<file path="src/lpl_ram.sv">
// Generic single-port-write, one-read RAM with registered read.
// No dependencies.
`default_nettype none
module lpl_ram #(
  parameter int WIDTH = 8,
  parameter int DEPTH = 16
) (
  input  wire logic                     clk,
  input  wire logic                     we,
  input  wire logic [$clog2(DEPTH)-1:0] waddr,
  input  wire logic [WIDTH-1:0]         wdata,
  input  wire logic [$clog2(DEPTH)-1:0] raddr,
  output logic      [WIDTH-1:0]         rdata
);
  logic [WIDTH-1:0] mem [DEPTH];
  always_ff @(posedge clk) begin
    if (we) mem[waddr] <= wdata;
    rdata <= mem[raddr];
  end
endmodule
`default_nettype wire

</file>
<file path="config.mk">
export PLATFORM = sky130hd
export DESIGN_NAME = lpl_ram
export DESIGN_NICKNAME = d
export VERILOG_FILES = /design/src/lpl_ram.sv
export SDC_FILE = /design/constraint.sdc
export NUM_CORES = 1
export LEC_CHECK = 0
export BUFFER_PORTS_ARGS = -buffer_cell sky130_fd_sc_hd__buf_4
export CORE_ASPECT_RATIO = 1.4
export CORE_MARGIN = 1
export CORE_UTILIZATION = 50
export CTS_BUF_LIST = sky130_fd_sc_hd__clkbuf_8 sky130_fd_sc_hd__clkbuf_16
export DETAILED_ROUTE_END_ITERATION = 7
export PLACE_DENSITY_LB_ADDON = 0.12
export SLEW_MARGIN = 20
export SYNTH_ARGS = -nofsm -noshare
export SYNTH_HDL_FRONTEND = slang
export SYNTH_SLANG_ARGS = --single-unit
</file>
<file path="constraint.sdc">
create_clock -name clk -period 2.4 [get_ports clk]
set_clock_uncertainty 0.05 [all_clocks]
set_input_delay 0.6 -clock clk [delete_from_list [all_inputs] [get_ports clk]]
set_output_delay 0.6 -clock clk [all_outputs]
set_load 0.05 [all_outputs]
</file>
==> load_flow_metrics.sql, run 1 <==
INSERT INTO impl_metrics (metric_group, metric, value, unit) VALUES
('sta', 'final-setup-viol-count', '0', ''),
('detailed_routing', 'postRouteWirelength', '9880', 'µm'),
('power_and_ir_drop', 'p_total', '0.00558', 'W'),
('synth', 'post_synth_inst_count', '229', ''),
('setup_path', 'cp_max_fo', '13', ''),
('setup_path', 'worstPathArrival', '1.92', 'ns'),
('synth', 'yosys_warnings', '0', ''),
('sta', 'fin_setup_tns', '0', 'ns'),
('global_routing', 'grt_first_pass_wirelength', '15100', 'µm'),
('detailed_routing', 'drc_errors', '0', ''),
('sta', 'max_freq', '598', 'MHz'),
('hold_path', 'hp-class', 'in2reg', ''),
('synth', 'avgSynthCellArea', '22.5', 'µm²'),
('die', 'die_area', '10700', 'µm²'),
('synth', 'synth_compound_area_frac', '0.0233', ''),
('setup_path', 'critical_path_required', '2.65', 'ns'),
('finish', 'antenna_cells_inserted', '0', ''),
('clock_network', 'clk_path_buf_depth', '2', ''),
('setup_path', 'worst_path_largest_cell_delay', '0.56', 'ns'),
('power_and_ir_drop', 'netSwitchingPower', '0.00110', 'W'),
('global_routing', 'gr-total-overflow', '0', ''),
('clock_network', 'cts.repair_timing.setup_buffer_count', '0', ''),
('detailed_routing', 'routed_wire_length_per_instance', '22.9', 'µm'),
('power_and_ir_drop', 'swShare', '0.197', ''),
('power_and_ir_drop', 'power.density', '902', 'nW/µm²'),
('synth', 'post_synth_mux_area_share', '0.150', ''),
('synth', 'syn_nets', '247', ''),
('synth', 'synth_simple_gate_area_frac', '0.0318', ''),
('clock_network', 'clock_slew_at_reported_path_ffs', '0.05', 'ns'),
('synth', 'synth_top_family_by_area', 'multiplexers', ''),
('power_and_ir_drop', 'clkPwrFrac', '0.465', ''),
('die', 'die_w', '87.8', 'µm'),
('setup_path', 'critical_path.cell_chain', 'buf_4 -> buf_12 -> mux4_1 -> a22oi_1 -> nand2_1', ''),
('clock_network', 'cell_at_the_root_of_the_clock_tree', 'sky130_fd_sc_hd__clkbuf_16', ''),
('job', 'timing.max_cap.violations', '0', ''),
('clock_network', 'clk-insertion-delay-late', '0.41', 'ns'),
('synth', 'async_flop_share', '0', ''),
('global_routing', 'global_route.usage.total', '0.212', ''),
('power_and_ir_drop', 'cell_internal_pwr', '0.00448', 'W'),
('sta', 'maxSlewViolCount', '0', ''),
('die', 'floorplan.rows', '43', ''),
('synth', 'ys_seq_elements', '136', ''),
('power_and_ir_drop', 'power_frac_seq', '0.479', ''),
('setup_path', 'worstSetupStartpointType', 'primary input', ''),
('synth', 'adder_cell_share_of_the_synthesized_area', '0', ''),
('power_and_ir_drop', 'vdd_ir_drop_max', '666', 'µV'),
('finish', 'signed_area_change_from_the_synthesized_netlist_to_the_final_layout', '20.3', '%'),
('detailed_routing', 'vias', '2435', ''),
('status', 'outcome', 'finished, final reports clean', ''),
('sta', 'rsz0062_at_grt', 'false', ''),
('sta', 'timing.final.crit_period', '1.67', 'ns'),
('synth', 'ys_dominant_reg_cell', 'sky130_fd_sc_hd__edfxtp_1', ''),
('global_routing', 'grt_antenna_before_repair', '0', ''),
('sta', 'timing.slew.headroom', '0.707', ''),
('finish', 'design.final.nets', '302', ''),
('sta', 'worst_slew_pin_slew', '0.439', 'ns'),
('setup_path', 'critical-path-slowest-cell', 'sky130_fd_sc_hd__mux4_1', ''),
('setup_path', 'critical_path.n_buffers_inverters', '2', ''),
('clock_network', 'post_cts.resized_instances', '0', ''),
('placement', 'globalplace.congestion', '0.811', ''),
('clock_network', 'cts-hold-fix-buffers', '0', ''),
('detailed_routing', 'dr.first_iter.drc_count', '211', ''),
('finish', 'postLayoutCoreUtil', '0.622', ''),
('synth', 'netlist_area', '5150', 'µm²'),
('placement', 'place.port_buffers', '25', ''),
('finish', 'final_common_cell', 'sky130_fd_sc_hd__edfxtp_1', ''),
('synth', 'synth-edff-count', '128', ''),
('setup_path', 'timing_worst_setup_path_type', 'in2reg', ''),
('detailed_routing', 'drt_first_pass_iters', '4', ''),
('power_and_ir_drop', 'leakage', '2.13', 'nW'),
('global_routing', 'number_of_global_route_vias_before_repair', '2556', '');
[area by class of cell]
cell class              count  area, µm²
fillers                   713       3760
clock inverters            14        165
well taps                 135        169
multi-input cells          83       1060
clock buffers              17        425
repair buffers             46        370
flip-flops and latches    136       4000
[worst reg2reg max path, stage by stage (launching register included)]
cell,delay [ns]
sky130_fd_sc_hd__edfxtp_1,0.35
sky130_fd_sc_hd__mux4_1,0.51
sky130_fd_sc_hd__a22oi_1,0.27
sky130_fd_sc_hd__nand2_1,0.08
[Yosys cell counts, types with 3 or more instances]
cell type,number,share of area
sky130_fd_sc_hd__a22oi_1,16,0.023
sky130_fd_sc_hd__buf_2,3,0.0029
sky130_fd_sc_hd__buf_6,3,0.0066
sky130_fd_sc_hd__clkdlybuf4s25_2,3,0.0058
sky130_fd_sc_hd__dfxtp_1,8,0.031
sky130_fd_sc_hd__edfxtp_1,128,0.75
sky130_fd_sc_hd__mux4_1,14,0.071
sky130_fd_sc_hd__mux4_2,18,0.079
sky130_fd_sc_hd__nand2_1,9,0.0066
sky130_fd_sc_hd__nor2_1,13,0.0095
sky130_fd_sc_hd__nor3_1,4,0.0039
[cells by family (layout without fill, tap and decap cells)]
family | count (synthesis) | in the layout
and+or+nand+nor | 35 | 35
buffers and inverters | 10 | 77
DFF | 136 | 136
muxes | 32 | 32
AOI/OAI and AO/OA | 16 | 16
[stage by stage]
stage	setup slack, ns	cell area (µm²)	instances	hold slack (ns)
floorplan	0.257	5150	229	0.579
CTS	0.719	6190	431	0.426
detailed placement	0.275	5600	400	0.618
global route	0.633	6190	431	0.444
global placement	0.278	5600	400	0.604
finish	0.728	6190	431	0.438
[final timing paths]
check	from	endpoint	slack, ns	cells past startpoint
worst min-delay path	wdata[6]	mem[4][6]	0.44	1
worst max-delay path	raddr[0]	rdata[5]	0.73	5
worst max register to register	mem[1][1]	rdata[1]	1.02	3
worst min register to register	mem[12][3]	rdata[3]	0.63	3
[flip-flops by register name, indices dropped and copies added (netlist names)]
name	cells
mem	128
rdata	8
[routing by layer]
layer / track usage / up-vias / wire length, µm
li1: - / 1087 / -
met1: 0.269 / 1266 / 4170
met2: 0.351 / 74 / 5200
met3: 0.0623 / 8 / 392
met4: 0.0676 / 0 / 110
met5: 0 / - / 0
[power by group through the flow]
stage / Clock [W] / Sequential, W / Combinational (W)
floorplan: 0 / 0.00277 / 0.000135
global placement: 0 / 0.00272 / 0.000317
detailed placement: 0 / 0.00272 / 0.000322
CTS: 0.00264 / 0.00267 / 0.000323
global route: 0.00273 / 0.00268 / 0.000340
finish: 0.00259 / 0.00267 / 0.000316
Power figures use the tool's default switching activity.
==> inputs of run 2 (changes only) <==
- clock period: 2.4 -> 1.7 ns (I/O delays scaled with it)
==> load_flow_metrics.sql, run 2 (synthesized netlist as in run 1, its figures left out) <==
INSERT INTO impl_metrics (metric_group, metric, value, unit) VALUES
('die', 'io-pin-count', '26', ''),
('finish', 'largest_reg_flops', '128', ''),
('sta', 'maxSlewViolCount', '0', ''),
('finish', 'layout_common_cells', 'sky130_fd_sc_hd__edfxtp_1 (128), sky130_fd_sc_hd__buf_4 (47), sky130_fd_sc_hd__mux4_2 (18), sky130_fd_sc_hd__clkbuf_16 (17), sky130_fd_sc_hd__a22oi_1 (16)', ''),
('power_and_ir_drop', 'vdd_ir_drop_max', '740', 'µV'),
('power_and_ir_drop', 'power.density', '1210', 'nW/µm²'),
('finish', 'multi_input_comb_area', '1060', 'µm²'),
('clock_network', 'clk-insertion-delay-late', '0.40', 'ns'),
('detailed_routing', 'vias', '2402', ''),
('finish', 'proportion_of_layout_cells_with_a_drive_suffix_above_1', '0.320', ''),
('finish', 'design.final.nets', '308', ''),
('finish', 'postLayoutCoreUtil', '0.626', ''),
('sta', 'final-hold-violation-count', '0', ''),
('die', 'initial_utilization', '0.517', ''),
('setup_path', 'cp_max_fo', '1', ''),
('setup_path', 'timing_worst_setup_path_type', 'reg2reg', ''),
('die', 'die_area', '10700', 'µm²'),
('finish', 'sequential_cell_area', '4000', 'µm²'),
('clock_network', 'clk_path_buf_depth', '2', ''),
('finish', 'signed_area_change_from_the_synthesized_netlist_to_the_final_layout', '21.1', '%'),
('clock_network', 'cts-hold-fix-buffers', '0', ''),
('clock_network', 'cts_buffers', '17', ''),
('placement', 'dp_hpwl', '6440', 'µm'),
('setup_path', 'worstSetupStartpointType', 'flop', ''),
('die', 'floorplan_die_height', '122', 'µm'),
('setup_path', 'worst_path_largest_cell_delay', '0.53', 'ns'),
('sta', 'post-route-period-util', '0.853', ''),
('detailed_routing', 'ant_nets', '0', ''),
('global_routing', 'grt_first_pass_wirelength', '14700', 'µm'),
('sta', 'fin_worst_hold_slack', '0.281', 'ns'),
('clock_network', 'clock_slew_at_reported_path_ffs', '0.05', 'ns'),
('finish', 'layout.filler_cells', '709', ''),
('setup_path', 'crit-reg2reg-launch', 'mem[1][5]', ''),
('clock_network', 'cts.repair_timing.setup_buffer_count', '0', ''),
('die', 'die_w', '87.8', 'µm'),
('global_routing', 'grt_antenna_before_repair', '0', ''),
('finish', 'top_register', 'mem', ''),
('clock_network', 'tritoncts', 'yes', ''),
('global_routing', 'number_of_global_route_vias_before_repair', '2555', ''),
('setup_path', 'critical_path_required', '1.94', 'ns'),
('setup_path', 'critical_path.cell_chain', 'mux4_1 -> a22oi_1 -> nand2_1', ''),
('setup_path', 'critical-path-slowest-cell', 'sky130_fd_sc_hd__mux4_1', ''),
('power_and_ir_drop', 'leakage', '2.16', 'nW'),
('finish', 'antenna_cells_inserted', '0', ''),
('setup_path', 'setup.worst_path.end_class', 'flop', ''),
('sta', 'final-setup-viol-count', '0', ''),
('finish', 'biggestRegsByFlops', 'mem: 128 flops, rdata: 8 flops', ''),
('sta', 'timing.final.crit_period', '1.45', 'ns'),
('placement', 'dp_slack', '-0.124', 'ns'),
('clock_network', 'htree_num_levels', '4', ''),
('placement', 'globalplace.congestion', '0.730', ''),
('detailed_routing', 'vias_per_cell', '5.48', ''),
('setup_path', 'worstPathArrival', '1.69', 'ns'),
('sta', 'fin_setup_tns', '0', 'ns'),
('clock_network', 'post_cts.resized_instances', '0', ''),
('global_routing', 'maximum_number_of_pins_on_one_net_before_global_route_repair', '20', ''),
('detailed_routing', 'postRouteWirelength', '9520', 'µm'),
('global_routing', 'gr-total-overflow', '0', ''),
('sta', 'max_freq', '690', 'MHz'),
('sta', 'worst_slew_pin_slew', '0.723', 'ns'),
('die', 'floorplan.rows', '43', ''),
('detailed_routing', 'routed_wire_length_per_instance', '21.7', 'µm'),
('detailed_routing', 'dr.first_iter.drc_count', '288', ''),
('setup_path', 'crit_path_start', 'mem[1][5]', ''),
('job', 'timing.max_cap.violations', '0', ''),
('detailed_routing', 'drt_first_pass_iters', '4', ''),
('clock_network', 'cell_at_the_root_of_the_clock_tree', 'sky130_fd_sc_hd__clkbuf_16', ''),
('sta', 'rsz0062_at_grt', 'false', ''),
('sta', 'finalWorstSetupSlack', '0.250', 'ns'),
('detailed_routing', 'drc_errors', '0', ''),
('status', 'outcome', 'finished, final reports clean', ''),
('clock_network', 'cts.sinks', '136', ''),
('die', 'core_area', '9950', 'µm²'),
('hold_path', 'hp-class', 'in2reg', ''),
('placement', 'place.port_buffers', '25', ''),
('finish', 'final_common_cell', 'sky130_fd_sc_hd__edfxtp_1', ''),
('hold_path', 'holdCritStartpoint', 'wdata[6]', ''),
('sta', 'timing.slew.headroom', '0.516', ''),
('global_routing', 'global_route.usage.total', '0.203', '');
-- run 2: routing by layer --
layer	track usage	part of all wire	up-vias
li1	-	-	1094
met1	0.254	0.42	1240
met2	0.336	0.54	64
met3	0.0542	0.030	4
met4	0.0799	0.0071	0
met5	0	0	-
-- run 2: power breakdown --
| part | total, W | internal [W] | switching, W |
|---|---|---|---|
| Sequential | 0.00377 | 0.00375 | 0.0000202 |
| Clock | 0.00333 | 0.00210 | 0.00122 |
| Combinational | 0.000468 | 0.000195 | 0.000272 |
| Total | 0.00757 | 0.00605 | 0.00152 |
-- run 2: cell type report --
class | count | share of cell area
tap | 135 | 0.0271
multi-input combinational | 83 | 0.170
sequential | 136 | 0.642
clock buffer | 17 | 0.0682
clock inverter | 15 | 0.0193
timing repair buffer | 52 | 0.0727
-- run 2: worst paths after layout --
| path | endpoint | slack [ns] | cells past startpoint |
|---|---|---|---|
| setup reg to reg | rdata[5] | 0.25 | 3 |
| hold / removal | mem[4][6] | 0.28 | 1 |
| setup / recovery | rdata[5] | 0.25 | 3 |
| hold reg to reg | rdata[4] | 0.62 | 3 |
-- run 2: stage by stage --
step / total power (W) / cell area [µm²] / std cells
floorplan: 0.00410 / 5150 / 229
global placement: 0.00430 / 5690 / 406
detailed placement: 0.00432 / 5690 / 406
CTS: 0.00763 / 6230 / 438
global route: 0.00782 / 6230 / 438
finish: 0.00757 / 6230 / 438
-- run 2: critical path: cells and delay by family (launching register included) --
kind | cells | cell delay [ns]
simple gates | 1 | 0.08
flops | 1 | 0.39
compound gates | 1 | 0.29
mux | 1 | 0.53
==> inputs of run 3 (changes only) <==
- clock period: 1.7 -> 1.5 ns (I/O delays scaled with it)
==> load_flow_metrics.sql, run 3 (synthesized netlist as in run 1, its figures left out) <==
INSERT INTO impl_metrics (metric_group, metric, value, unit) VALUES
('setup_path', 'worstPathArrival', '1.65', 'ns'),
('sta', 'max_freq', '713', 'MHz'),
('detailed_routing', 'vias_per_cell', '5.48', ''),
('sta', 'worst_slew_pin_slew', '0.793', 'ns'),
('global_routing', 'grt_antenna_before_repair', '0', ''),
('finish', 'post_layout_nonfiller_instances', '448', ''),
('setup_path', 'worstSetupStartpointType', 'flop', ''),
('global_routing', 'gr-total-overflow', '0', ''),
('setup_path', 'worst_path_largest_cell_delay', '0.53', 'ns'),
('setup_path', 'timing_worst_setup_path_type', 'reg2reg', ''),
('detailed_routing', 'postRouteWirelength', '9640', 'µm'),
('detailed_routing', 'drc_errors', '0', ''),
('clock_network', 'post_cts.resized_instances', '0', ''),
('finish', 'layout_common_cells', 'sky130_fd_sc_hd__edfxtp_1 (128), sky130_fd_sc_hd__buf_4 (57), sky130_fd_sc_hd__mux4_2 (24), sky130_fd_sc_hd__clkbuf_16 (17), sky130_fd_sc_hd__a22oi_1 (16)', ''),
('sta', 'timing.slew.headroom', '0.470', ''),
('finish', 'design.final.nets', '318', ''),
('finish', 'postLayoutCoreUtil', '0.641', ''),
('clock_network', 'cts.repair_timing.setup_buffer_count', '0', ''),
('setup_path', 'cp_max_fo', '1', ''),
('finish', 'antenna_cells_inserted', '0', ''),
('clock_network', 'tritoncts', 'yes', ''),
('job', 'timing.max_cap.violations', '0', ''),
('placement', 'place.port_buffers', '25', ''),
('finish', 'proportion_of_layout_cells_with_a_drive_suffix_above_1', '0.403', ''),
('detailed_routing', 'routed_wire_length_per_instance', '21.5', 'µm'),
('finish', 'top_register', 'mem', ''),
('finish', 'largest_reg_flops', '128', ''),
('placement', 'placedCellCount', '416', ''),
('sta', 'rsz0062_at_grt', 'false', ''),
('setup_path', 'critical_path.cell_chain', 'mux4_1 -> a22oi_1 -> nand2_1', ''),
('clock_network', 'clk-insertion-delay-late', '0.41', 'ns'),
('sta', 'timing.final.crit_period', '1.40', 'ns'),
('clock_network', 'cts.sinks', '136', ''),
('clock_network', 'htree_num_levels', '4', ''),
('power_and_ir_drop', 'vdd_ir_drop_max', '872', 'µV'),
('die', 'floorplan.rows', '43', ''),
('global_routing', 'number_of_global_route_vias_before_repair', '2612', ''),
('die', 'die_area', '10700', 'µm²'),
('sta', 'final-hold-violation-count', '0', ''),
('status', 'outcome', 'finished, final reports clean', ''),
('detailed_routing', 'drt_first_pass_iters', '4', ''),
('die', 'initial_utilization', '0.517', ''),
('detailed_routing', 'ant_nets', '0', ''),
('finish', 'final_common_cell', 'sky130_fd_sc_hd__edfxtp_1', ''),
('setup_path', 'setup.worst_path.end_class', 'flop', ''),
('global_routing', 'maximum_number_of_pins_on_one_net_before_global_route_repair', '17', ''),
('die', 'floorplan_die_height', '122', 'µm'),
('clock_network', 'cell_at_the_root_of_the_clock_tree', 'sky130_fd_sc_hd__clkbuf_16', ''),
('finish', 'signed_area_change_from_the_synthesized_netlist_to_the_final_layout', '23.9', '%'),
('hold_path', 'hp-class', 'in2reg', ''),
('detailed_routing', 'dr.first_iter.drc_count', '218', ''),
('finish', 'layout.filler_cells', '693', ''),
('sta', 'maxSlewViolCount', '0', ''),
('die', 'die_w', '87.8', 'µm'),
('global_routing', 'global_route.usage.total', '0.205', ''),
('sta', 'post-route-period-util', '0.935', ''),
('clock_network', 'cts-hold-fix-buffers', '0', ''),
('sta', 'final-setup-viol-count', '0', ''),
('setup_path', 'critical_path_required', '1.75', 'ns'),
('clock_network', 'clk_path_buf_depth', '2', ''),
('finish', 'biggestRegsByFlops', 'mem: 128 flops, rdata: 8 flops', ''),
('global_routing', 'grt_first_pass_wirelength', '14900', 'µm'),
('power_and_ir_drop', 'power.density', '1410', 'nW/µm²'),
('clock_network', 'cts_buffers', '17', ''),
('die', 'core_area', '9950', 'µm²'),
('power_and_ir_drop', 'leakage', '2.19', 'nW'),
('clock_network', 'clock_slew_at_reported_path_ffs', '0.06', 'ns'),
('placement', 'dp_hpwl', '6550', 'µm'),
('placement', 'globalplace.congestion', '0.760', ''),
('setup_path', 'critical-path-slowest-cell', 'sky130_fd_sc_hd__mux4_1', ''),
('detailed_routing', 'vias', '2455', ''),
('die', 'io-pin-count', '26', '');
==> run 3: changes by cell type in the layout (fill, tap and decap cells not counted), moves of 3 or more <==
cell	delta
sky130_fd_sc_hd__clkinv_2	-3
sky130_fd_sc_hd__mux4_1	-6
sky130_fd_sc_hd__nor2_2	+3
sky130_fd_sc_hd__mux4_2	+6
sky130_fd_sc_hd__nor3_1	-3
sky130_fd_sc_hd__clkinv_1	-4
sky130_fd_sc_hd__nor2_1	-3
sky130_fd_sc_hd__inv_1	-3
sky130_fd_sc_hd__clkinvlp_4	+7
sky130_fd_sc_hd__buf_4	+10
==> run 3: power breakdown <==
part	switching [W]	total [W]	leakage, nW	internal, W
logic	0.000315	0.000548	0.690	0.000233
clock network	0.00156	0.00417	0.274	0.00261
registers	0.0000276	0.00428	1.22	0.00425
total	0.00190	0.00899	2.19	0.00709
==> run 3: worst max-delay path, delay by kind of cell, from the launching register on <==
family,cells,cell delay [ns]
compound gates,1,0.26
simple gates,1,0.08
mux,1,0.53
flops,1,0.38
==> run 3: worst paths after layout <==
path | cells after the start | slack [ns] | startpoint | endpoint
setup reg to reg | 3 | 0.1 | mem[1][2] | rdata[2]
hold reg to reg | 3 | 0.61 | mem[15][5] | rdata[5]
hold / removal | 1 | 0.22 | wdata[5] | mem[13][5]
setup / recovery | 3 | 0.1 | mem[1][2] | rdata[2]
==> run 3: cell type report <==
| type | instances | area [µm²] | area share |
|---|---|---|---|
| Tap cell | 135 | 169 | 0.0265 |
| Multi-Input combinational cell | 83 | 1070 | 0.168 |
| Clock inverter | 15 | 179 | 0.0281 |
| Timing Repair Buffer | 62 | 528 | 0.0828 |
| Clock buffer | 17 | 425 | 0.0667 |
| Sequential cell | 136 | 4000 | 0.628 |
==> run 3: through the flow <==
stage                     setup TNS (ns)  power [W]  area [µm²]  hold WS [ns]  setup WS [ns]
after floorplan                   -0.367    0.00466        5180         0.424        -0.0485
after global placement             -7.27    0.00490        5770         0.602         -0.256
after detailed placement           -8.81    0.00491        5770         0.611         -0.274
after CTS                              0    0.00904        6380         0.209         0.0778
after global routing                   0    0.00923        6380         0.228         0.0720
final                                  0    0.00899        6380         0.218         0.0972
==> run 3: routing by layer <==
layer / vias up / part of all wire / track usage
li1: 1108 / - / -
met3: 7 / 0.048 / 0.0569
met4: 0 / 0.0081 / 0.0707
met5: - / 0 / 0
met2: 71 / 0.53 / 0.336
met1: 1269 / 0.41 / 0.262
